$ cat config.mk
export PLATFORM = sky130hd
export DESIGN_NAME = peep_valve_close_time_learner
export DESIGN_NICKNAME = d
export VERILOG_FILES = /design/src/sv/pvct_pkg.sv /design/src/sv/peep_valve_close_time_learner.sv
export VERILOG_INCLUDE_DIRS = /design/src /design/src/sv
export SDC_FILE = /design/constraint.sdc
export NUM_CORES = 1
export LEC_CHECK = 0
export BUFFER_PORTS_ARGS = -buffer_cell sky130_fd_sc_hd__buf_2
export CAP_MARGIN = 5
export CORE_MARGIN = 2
export CORE_UTILIZATION = 62
export DETAILED_ROUTE_END_ITERATION = 6
export PLACE_DENSITY = 0.82
export SLEW_MARGIN = 20
export SYNTH_ARGS = -nofsm -noshare
export SYNTH_HDL_FRONTEND = slang
export SYNTH_SLANG_ARGS = --single-unit
$ cat constraint.sdc
create_clock -name clk -period 8.1 [get_ports clk]
set_input_delay 1.62 -clock clk [delete_from_list [all_inputs] [get_ports clk]]
set_output_delay 1.62 -clock clk [all_outputs]
set_load 0.01 [all_outputs]
$ cat src/sv/peep_valve_close_time_learner_assert.svh
// Assertion macros for the valve close-time learner.
`ifndef PEEP_VALVE_CLOSE_TIME_LEARNER_ASSERT_SVH
`define PEEP_VALVE_CLOSE_TIME_LEARNER_ASSERT_SVH

`ifndef SYNTH
// Clocked check, disabled while reset is low.
`define PVCT_ASSERT(label, clock, rstn, prop) \
	label: assert property (@(posedge clock) disable iff (!(rstn)) (prop)) \
		else $error("pvct assertion failed");
// Clocked check that also holds during reset.
`define PVCT_ASSERT_ALWAYS(label, clock, prop) \
	label: assert property (@(posedge clock) (prop)) \
		else $error("pvct assertion failed");
`else
`define PVCT_ASSERT(label, clock, rstn, prop)
`define PVCT_ASSERT_ALWAYS(label, clock, prop)
`endif

`endif

$ cat src/sv/pvct_pkg.sv
// Shared widths, field offsets and register indexes of the valve close-time learner.
package pvct_pkg;

	// Configuration register indexes
	localparam int CFG_IDX_W = 3;
	typedef logic [CFG_IDX_W-1:0] cfg_idx_t;
	localparam cfg_idx_t REG_TARGET_PEEP  = 3'd0;
	localparam cfg_idx_t REG_CUTOFF_PHASE = 3'd1;
	localparam cfg_idx_t REG_LAST_PHASE   = 3'd2;
	localparam cfg_idx_t REG_SETTLE_DELAY = 3'd3;
	localparam cfg_idx_t REG_START_LIMIT  = 3'd4;
	localparam int CFG_DATA_W = 16;

	// Field widths
	localparam int PEEP_W   = 6;
	localparam int PHASE_W  = 5;
	localparam int PRESS_W  = 8;
	localparam int TIME_W   = 32;
	localparam int DELAY_W  = 16;
	localparam int TARGET_W = 7;
	localparam int OUTCNT_W = 16;
	localparam int CSJ_W    = 8;

	// Input tdata layout, low bit up
	localparam int IN_PRESS_LSB  = 0;
	localparam int IN_PHASE_LSB  = IN_PRESS_LSB + PRESS_W;
	localparam int IN_NOW_LSB    = IN_PHASE_LSB + PHASE_W;
	localparam int IN_WC_LSB     = IN_NOW_LSB + TIME_W;
	localparam int IN_CLOSED_LSB = IN_WC_LSB + 1;
	localparam int IN_DATA_W     = 80;

	// Output tdata layout, low bit up
	localparam int OUT_TGT_LSB = 0;
	localparam int OUT_REL_LSB = OUT_TGT_LSB + TARGET_W;
	localparam int OUT_CHK_LSB = OUT_REL_LSB + 1;
	localparam int OUT_OL_LSB  = OUT_CHK_LSB + 1;
	localparam int OUT_NZ_LSB  = OUT_OL_LSB + OUTCNT_W;
	localparam int OUT_DATA_W  = 48;

	// Reset values of the registers
	localparam logic [PEEP_W-1:0]  PEEP_RST   = 6'd5;
	localparam logic [PHASE_W-1:0] CUTOFF_RST = 5'd8;
	localparam logic [PHASE_W-1:0] LAST_RST   = 5'd20;
	localparam logic [DELAY_W-1:0] DELAY_RST  = 16'd200;
	localparam logic [15:0]        START_RST  = 16'd10;

	// Decoded input beat
	typedef struct packed {
		logic                      new_cycle;
		logic signed [PRESS_W-1:0] pressure;
		logic [PHASE_W-1:0]        phase;
		logic [TIME_W-1:0]         now_ms;
		logic                      valve_was_closed;
		logic [TIME_W-1:0]         closed_at_ms;
	} in_item_t;

endpackage

$ cat src/sv/peep_valve_close_time_learner.sv
// Exhalation valve close-time learner: open/close target per tick and open-limit learning.
//
// Usage:
//  - s_tvalid/s_tready/s_tdata/s_tuser take one pressure sample per control tick.
//    s_tuser carries new_cycle, which clears the per-breath counters before the tick.
//  - m_tvalid/m_tready/m_tdata return one result beat per input beat, in order.
//  - cfg_valid/cfg_ready/cfg_index/cfg_data write the five registers; cfg_ready is
//    always high. Write only while no beat is in flight. Writing start_limit also
//    loads the open-limit at once.
// Path: an accepted input beat goes into the input register, then its result into
// the result register and onto m_tdata.
// Throughput: one beat per cycle while m_tready is high. The state (open-limit,
// tick counters, check flag) is read and rewritten as a beat moves from the input
// register into the result register, so the next beat sees it right away.
// Reset: arst_n low clears the valid flags of both pipeline registers, the counters
// and the check flag, loads register reset values and sets the open-limit to start_limit.
// Stall: while m_tready is low the result register holds its beat; the input
// register still takes one more beat, then s_tready drops until the result moves.
module peep_valve_close_time_learner #(
	parameter int COUNT_BITS = 16
) (
	input  logic                                clk,
	input  logic                                arst_n,
	// pressure[7:0], phase[12:8], now_ms[44:13], valve_was_closed[45],
	// closed_at_ms[77:46], zero pad[79:78]
	input  logic [pvct_pkg::IN_DATA_W-1:0]      s_tdata,
	// new_cycle[0]
	input  logic                                s_tuser,
	input  logic                                s_tvalid,
	output logic                                s_tready,
	// valve_target[6:0], release_now[7], checked[8], open_limit_now[24:9],
	// near_zero_ticks[40:25], zero pad[47:41]
	output logic [pvct_pkg::OUT_DATA_W-1:0]     m_tdata,
	output logic                                m_tvalid,
	input  logic                                m_tready,
	input  logic                                cfg_valid,
	output logic                                cfg_ready,
	input  logic [pvct_pkg::CFG_IDX_W-1:0]      cfg_index,
	input  logic [pvct_pkg::CFG_DATA_W-1:0]     cfg_data
);
	import pvct_pkg::*;

	`include "peep_valve_close_time_learner_assert.svh"

	localparam int CW = COUNT_BITS;
	localparam logic [CW-1:0] CNT_MAX = {CW{1'b1}};
	// Divide by three of a (CW+1)-bit value by reciprocal multiply
	localparam int DIV_W = CW + 1;
	localparam logic [DIV_W:0] DIV3_MUL =
		(DIV_W+1)'(((longint'(1) << (DIV_W + 1)) + 2) / 3);

	// Configuration registers
	logic [PEEP_W-1:0]  peep_q;
	logic [PHASE_W-1:0] cutoff_q;
	logic [PHASE_W-1:0] last_q;
	logic [DELAY_W-1:0] delay_q;

	// Learner state
	logic [CW-1:0]    open_limit_q;
	logic [CW-1:0]    tick_q;
	logic [CW-1:0]    low_tick_q;
	logic [CSJ_W-1:0] csj_q;
	logic             checked_q;

	// Pipeline
	logic     v_s1;
	in_item_t item_s1;
	logic     v_s2;
	logic [OUT_DATA_W-1:0] data_s2;

	logic adv;
	logic cfg_wr;

	assign cfg_ready = 1'b1;
	assign cfg_wr    = cfg_valid & cfg_ready;

	// Handshake: the result register frees up when taken, input follows
	assign adv      = v_s1 & (~v_s2 | m_tready);
	assign s_tready = ~v_s1 | adv;
	assign m_tvalid = v_s2;
	assign m_tdata  = data_s2;

	// Start limit saturated to the counter width
	logic [CW+15:0] start_ext;
	logic [CW-1:0]  start_sat;
	assign start_ext = {{CW{1'b0}}, cfg_data};
	assign start_sat = (|start_ext[CW+15:CW]) ? CNT_MAX : start_ext[CW-1:0];

	logic [CW+15:0] start_rst_ext;
	logic [CW-1:0]  start_rst_sat;
	assign start_rst_ext = {{CW{1'b0}}, START_RST};
	assign start_rst_sat = (|start_rst_ext[CW+15:CW]) ? CNT_MAX : start_rst_ext[CW-1:0];

	// ---------------- per-tick datapath ----------------
	logic signed [8:0] p9;
	logic signed [8:0] peep9;
	logic signed [8:0] half9;
	logic signed [8:0] peep32_9;
	logic signed [8:0] peep4_9;
	logic [CW-1:0]     tc;
	logic [CW-1:0]     lt;
	logic              cf;
	logic              below_limit;
	logic              is_last;
	logic              p_low;
	logic [CW-1:0]     lt_next;
	logic [CW-1:0]     tick_next;
	logic [6:0]        open_tgt;
	logic [6:0]        close_tgt;
	logic [TARGET_W-1:0] target;
	logic [TIME_W-1:0] ready_at;
	logic              settled;
	logic              do_chk;
	logic [CSJ_W-1:0]  csj_inc;
	logic              jump_down;
	logic              jump_up;
	logic              step_down;
	logic              step_up;
	logic              release_now;
	logic [CSJ_W-1:0]  csj_next;
	logic [DIV_W-1:0]  dbl;
	logic [2*DIV_W:0]  prod;
	logic [CW-1:0]     two_thirds;
	logic [CW:0]       three_half;
	logic [CW-1:0]     three_half_sat;
	logic [CW-1:0]     lim_a;
	logic [CW-1:0]     lim_b;
	logic [CW-1:0]     ol_next;
	logic              cf_next;
	logic [CW+15:0]    ol_out_ext;
	logic [CW+15:0]    lt_out_ext;

	always_comb begin
		p9       = 9'(item_s1.pressure);
		peep9    = $signed({3'b000, peep_q});
		half9    = $signed({4'b0000, peep_q[PEEP_W-1:1]});
		peep32_9 = $signed({3'b000, peep_q}) + $signed({4'b0000, peep_q[PEEP_W-1:1]});
		peep4_9  = peep9 + 9'sd4;

		// Per-breath counters cleared by new_cycle first
		tc = item_s1.new_cycle ? '0 : tick_q;
		lt = item_s1.new_cycle ? '0 : low_tick_q;
		cf = item_s1.new_cycle ? 1'b0 : checked_q;

		below_limit = tc < open_limit_q;
		is_last     = item_s1.phase == last_q;
		p_low       = p9 < half9;

		lt_next = (below_limit && p_low && lt != CNT_MAX) ? lt + 1'b1 : lt;
		tick_next = (tc != CNT_MAX) ? tc + 1'b1 : tc;

		// Valve target: open saturates at the top of the field
		open_tgt  = ({1'b0, peep_q} > 7'd58) ? 7'd63 : {1'b0, peep_q} + 7'd5;
		close_tgt = {1'b0, peep_q} - 7'd5;
		target    = (!below_limit || is_last) ? close_tgt : open_tgt;

		// Once-per-breath check after settling or in the last phase
		ready_at = item_s1.closed_at_ms + {{(TIME_W-DELAY_W){1'b0}}, delay_q};
		settled  = item_s1.valve_was_closed && (item_s1.phase > cutoff_q)
			&& (item_s1.now_ms > ready_at);
		do_chk   = (settled || is_last) && !cf;

		csj_inc   = (csj_q != 8'd255) ? csj_q + 1'b1 : csj_q;
		jump_down = do_chk && p_low && (csj_inc > 8'd8);
		jump_up   = do_chk && (p9 > peep32_9);
		step_down = do_chk && (p9 < peep9);
		step_up   = do_chk && (p9 > peep9);
		release_now = do_chk && (p9 > peep4_9);

		if (!do_chk) begin
			csj_next = csj_q;
		end else if (jump_down || jump_up) begin
			csj_next = '0;
		end else begin
			csj_next = csj_inc;
		end

		// Ratio jump, the two directions exclude each other
		dbl        = {open_limit_q, 1'b0};
		prod       = (2*DIV_W+1)'(dbl) * (2*DIV_W+1)'(DIV3_MUL);
		two_thirds = prod[CW+DIV_W:DIV_W+1];
		three_half = {1'b0, open_limit_q} + {2'b00, open_limit_q[CW-1:1]};
		three_half_sat = three_half[CW] ? CNT_MAX : three_half[CW-1:0];

		priority if (jump_down) begin
			lim_a = two_thirds;
		end else if (jump_up) begin
			lim_a = three_half_sat;
		end else begin
			lim_a = open_limit_q;
		end

		// Single step, floor of one and saturation at the top
		priority if (step_down) begin
			lim_b = (lim_a <= CW'(1)) ? CW'(1) : lim_a - 1'b1;
		end else if (step_up) begin
			lim_b = (lim_a != CNT_MAX) ? lim_a + 1'b1 : lim_a;
		end else begin
			lim_b = lim_a;
		end
		ol_next = lim_b;
		cf_next = do_chk | cf;

		ol_out_ext = {16'h0000, ol_next};
		lt_out_ext = {16'h0000, lt_next};
	end

	// Configuration registers
	always_ff @(posedge clk or negedge arst_n) begin
		if (!arst_n) begin
			peep_q   <= PEEP_RST;
			cutoff_q <= CUTOFF_RST;
			last_q   <= LAST_RST;
			delay_q  <= DELAY_RST;
		end else if (cfg_wr) begin
			unique case (cfg_index)
				REG_TARGET_PEEP:  peep_q   <= cfg_data[PEEP_W-1:0];
				REG_CUTOFF_PHASE: cutoff_q <= cfg_data[PHASE_W-1:0];
				REG_LAST_PHASE:   last_q   <= cfg_data[PHASE_W-1:0];
				REG_SETTLE_DELAY: delay_q  <= cfg_data[DELAY_W-1:0];
				default: ;
			endcase
		end
	end

	// Learner state, updated as a beat moves into the result register; a start_limit write also loads the open-limit
	always_ff @(posedge clk or negedge arst_n) begin
		if (!arst_n) begin
			open_limit_q <= start_rst_sat;
			tick_q       <= '0;
			low_tick_q   <= '0;
			csj_q        <= '0;
			checked_q    <= 1'b0;
		end else begin
			if (cfg_wr && cfg_index == REG_START_LIMIT) begin
				open_limit_q <= start_sat;
			end else if (adv) begin
				open_limit_q <= ol_next;
			end
			if (adv) begin
				tick_q     <= tick_next;
				low_tick_q <= lt_next;
				csj_q      <= csj_next;
				checked_q  <= cf_next;
			end
		end
	end

	// Input register
	always_ff @(posedge clk or negedge arst_n) begin
		if (!arst_n) begin
			v_s1 <= 1'b0;
		end else if (s_tready) begin
			v_s1 <= s_tvalid;
		end
	end

	always_ff @(posedge clk) begin
		if (s_tvalid && s_tready) begin
			item_s1.new_cycle        <= s_tuser;
			item_s1.pressure         <= s_tdata[IN_PRESS_LSB +: PRESS_W];
			item_s1.phase            <= s_tdata[IN_PHASE_LSB +: PHASE_W];
			item_s1.now_ms           <= s_tdata[IN_NOW_LSB +: TIME_W];
			item_s1.valve_was_closed <= s_tdata[IN_WC_LSB];
			item_s1.closed_at_ms     <= s_tdata[IN_CLOSED_LSB +: TIME_W];
		end
	end

	// Result register
	always_ff @(posedge clk or negedge arst_n) begin
		if (!arst_n) begin
			v_s2 <= 1'b0;
		end else if (~v_s2 | m_tready) begin
			v_s2 <= v_s1;
		end
	end

	always_ff @(posedge clk) begin
		if (adv) begin
			data_s2 <= {7'b0000000,
				lt_out_ext[OUTCNT_W-1:0],
				ol_out_ext[OUTCNT_W-1:0],
				do_chk,
				release_now,
				target};
		end
	end

	// ---------------- assertions ----------------
	`PVCT_ASSERT(a_one_check_per_breath, clk, arst_n,
		(adv && checked_q && !item_s1.new_cycle) |=> !data_s2[OUT_CHK_LSB])
	`PVCT_ASSERT(a_release_needs_check, clk, arst_n,
		v_s2 |-> (!data_s2[OUT_REL_LSB] || data_s2[OUT_CHK_LSB]))
	`PVCT_ASSERT(a_tick_counts_up, clk, arst_n,
		(adv && !item_s1.new_cycle && tick_q != CNT_MAX) |=> (tick_q == $past(tick_q) + 1'b1))
	`PVCT_ASSERT(a_low_within_ticks, clk, arst_n,
		low_tick_q <= tick_q)

endmodule
==> impl_results.md <==
- Commonest non-fill, non-tap cell in the layout: ha_1
- Reg2reg path depth: 29
- Critical path type: flop to flop
- CTS tree: done
- Max Fclk: 127 MHz
- Vias in the first global route: 14,800
- Max H-tree Level: 1
- Multi-input gate area: 0.0116 mm^2
- Setup violations, final: 0
- Final ANT Viol Nets: 0
- Fill cells: 2,102
- Top cell by count, worst path: a21oi_1
- Post-synth EDFFs: 120
- Clk sink count: 211
- Drt wl/cell: 20.2 um
- Warnings from Yosys: 0
- WP data required: 8.36 ns
- Primary FF master, synth: edfxtp_1
- Mux share of post-synthesis cell area: 0.0237
- Clock slew seen by the registers of the worst setup and hold paths: 0.06 ns
- Critical-path top delay cell: or4_1
- Synth Area in Compound Gates: 0.152
- Post-synthesis sequential area ratio: 0.320
- Final Hold Slack: 0.506 ns
- Post-synthesis cell area: 0.0184 mm^2
- Simple-Gate Fraction of Synth Area: 0.135
- Tot GR Track Use: 0.309
- Vias per cell: 6.18
- Netlist cell types: 100
- Input/output buffers: 145
- CTS root buffer: clkbuf_16
- Worst skew pair latency: 0.54 ns
- GP Congestion: 0.976
- Outcome: finished, final reports clean
- Arr. time, crit path: 8.14 ns
- Synth top area share: 0.196
- Hold Path Class: flop to flop
- Fraction of registers with async set or reset after synthesis: 0.431
- Final Routed Wirelength: 48,900 um
- Largest net degree at the start of global routing: 80
- Worst Tran Pin Value: 1.09 ns
- DR iter-0 viols: 1,017
- Hpwl dp: 37,500 um
- Total Nets Final: 2,453
- Crit share post-route: 0.972
- Clock buffer depth: 3
- Commonest non-fill, non-tap cells in the layout: 255 x ha_1, 213 x inv_1, 144 x buf_2
- Row count: 63
- Dpl cells: 2,368
- Core area: 0.0294 mm^2
- Global-route wire length before repair: 75,500 um
- Die Ht: 176 um
- Max Cap Viol: 0
- Crit path capture type: flop
- Clk_skew: 0.0272 ns
- Drt drc: 0
- Hold Violations, Final: 0
- Die X: 176 um
- Antenna cell count: 0
- Worst path max stage delay: 0.59 ns
- Min Clock Period, post-route: 7.88 ns
- Post-synthesis adder-cell area fraction: 0.266
- Xor/xnor share of the synthesized area: 0.0447
- I/O Pins: 156
- Mapped Avg Cell Area: 10.0 um^2
- Ranking of synthesized cells by area: edfxtp_1 20%, ha_1 17%, dfrtp_1 11%
- Storage cell area: 0.00589 mm^2
- DIE AREA: 0.0311 mm^2
- Hold Path Depth: 2
- Slew Viols, Final: 0
- Area growth, synth to finish: 11.8%
- Starting density of the core: 0.626
- Largest family of logic cells by synthesized area: adder cells
- Gate Count Post-Synth: 1,835
- Rel. slew slack: 0.268
- Global route overflow: 0
- Vias post-DR: 14,900
- Yosys reg bits: 211
- TNS Setup: 0 ns
- Final core utilization: 0.700
- Synth area leader: edfxtp_1
- Drt first pass iters: 6
- Fraction of final layout cells sized beyond drive strength 1: 0.154
- Total CTS buffers: 23
- Startpoint type of the worst setup path: flop
- Crit Path Max Fanout: 21
- Fin cells: 2,415
- Initial antenna violation count: 0
[critical path, delay by kind of cell (launching register included)]
family,cells,cell delay (ns)
adder cells (fa/ha/maj),2,0.62
XOR/XNOR,1,0.13
flip-flops,1,0.41
AO/OA/AOI/OAI,13,2.83
AND/OR/NAND/NOR,11,3.12
buffers and inverters,2,0.46
[worst paths after layout]
check | start | end | slack, ns
worst max-delay path | item_s1[1] | m_tdata[23] | 0.22
worst min-delay path | low_tick_q[0] | low_tick_q[0] | 0.51
worst max register to register | item_s1[1] | m_tdata[23] | 0.22
worst min register to register | low_tick_q[0] | low_tick_q[0] | 0.51
max in group asynchronous | arst_n | csj_q[7] | 5.83
min in group asynchronous | arst_n | tick_q[9] | 1.04
[through the flow]
stage / setup slack [ns] / area (um^2)
after CTS: 0.163 / 20500
after detailed placement: 0.288 / 19700
after global placement: 0.383 / 19700
after floorplan: 0.824 / 18400
final: 0.225 / 20600
after global routing: -0.0275 / 20600
[synthesized netlist by cell type, drive strengths merged (6+ instances only)]
cell     count
inv        215
o22ai        6
o21bai       7
nand2b      16
nand3b       6
xnor2       49
fa          85
a221o       14
mux2i       11
ha         255
or2          7
a211oi      18
o31ai        9
nand2      132
or3         17
nor2        87
a221oi       8
nor4        16
nand4       23
o21ai       86
nor3        29
mux2        29
xor2        45
and4         7
a21oi       90
buf         22
dfrtp       81
a2111oi      7
dfstp       10
a21o        27
and2         9
a31oi       17
a22o        14
edfxtp     120
a21boi       9
o21a        18
nor2b       36
and3        22
o211ai       9
clkbuf      31
o221ai       7
nand3       49
[state kept, by name (all words and copies together) (netlist names)]
name,cells
v_s1,1
checked_q,1
tick_q,16
delay_q,16
csj_q,8
item_s1,79
peep_q,6
m_tdata,41
open_limit_q,16
last_q,5
cutoff_q,5
low_tick_q,16
m_tvalid,1
[cell families after synthesis]
| logic type | after synthesis |
|---|---|
| other | 2 |
| multiplexers | 40 |
| XOR/XNOR | 94 |
| adder cells (fa/ha/maj) | 340 |
| buffers and inverters | 268 |
| flip-flops | 211 |
| AND/OR/NAND/NOR | 477 |
| AO/OA/AOI/OAI | 403 |
[what timing repair did]
action | 4_1_cts | 5_1_grt
hold buffers | 0 | 0
setup buffers | 0 | 4
setup endpoints to repair | 0 | 32
hold endpoints to repair | 0 | 0
gates resized for setup | 0 | 14
[layout make-up]
class,instances,share of cell area
Timing Repair Buffer,194,0.0533
Inverter,215,0.0392
Clock inverter,17,0.00706
Multi-Input combinational cell,1363,0.562
Sequential cell,211,0.287
Clock buffer,25,0.0283
Tap cell,390,0.0237
[routing by layer]
| layer | share of wire | track usage |
|---|---|---|
| met3 | 0.083 | 0.0450 |
| met4 | 0.039 | 0.124 |
| met1 | 0.40 | 0.405 |
| met2 | 0.48 | 0.520 |
| met5 | 0 | 0 |
Power is not shown: default switching activity piles up to over one toggle a cycle in this logic, so the estimate is an artifact.
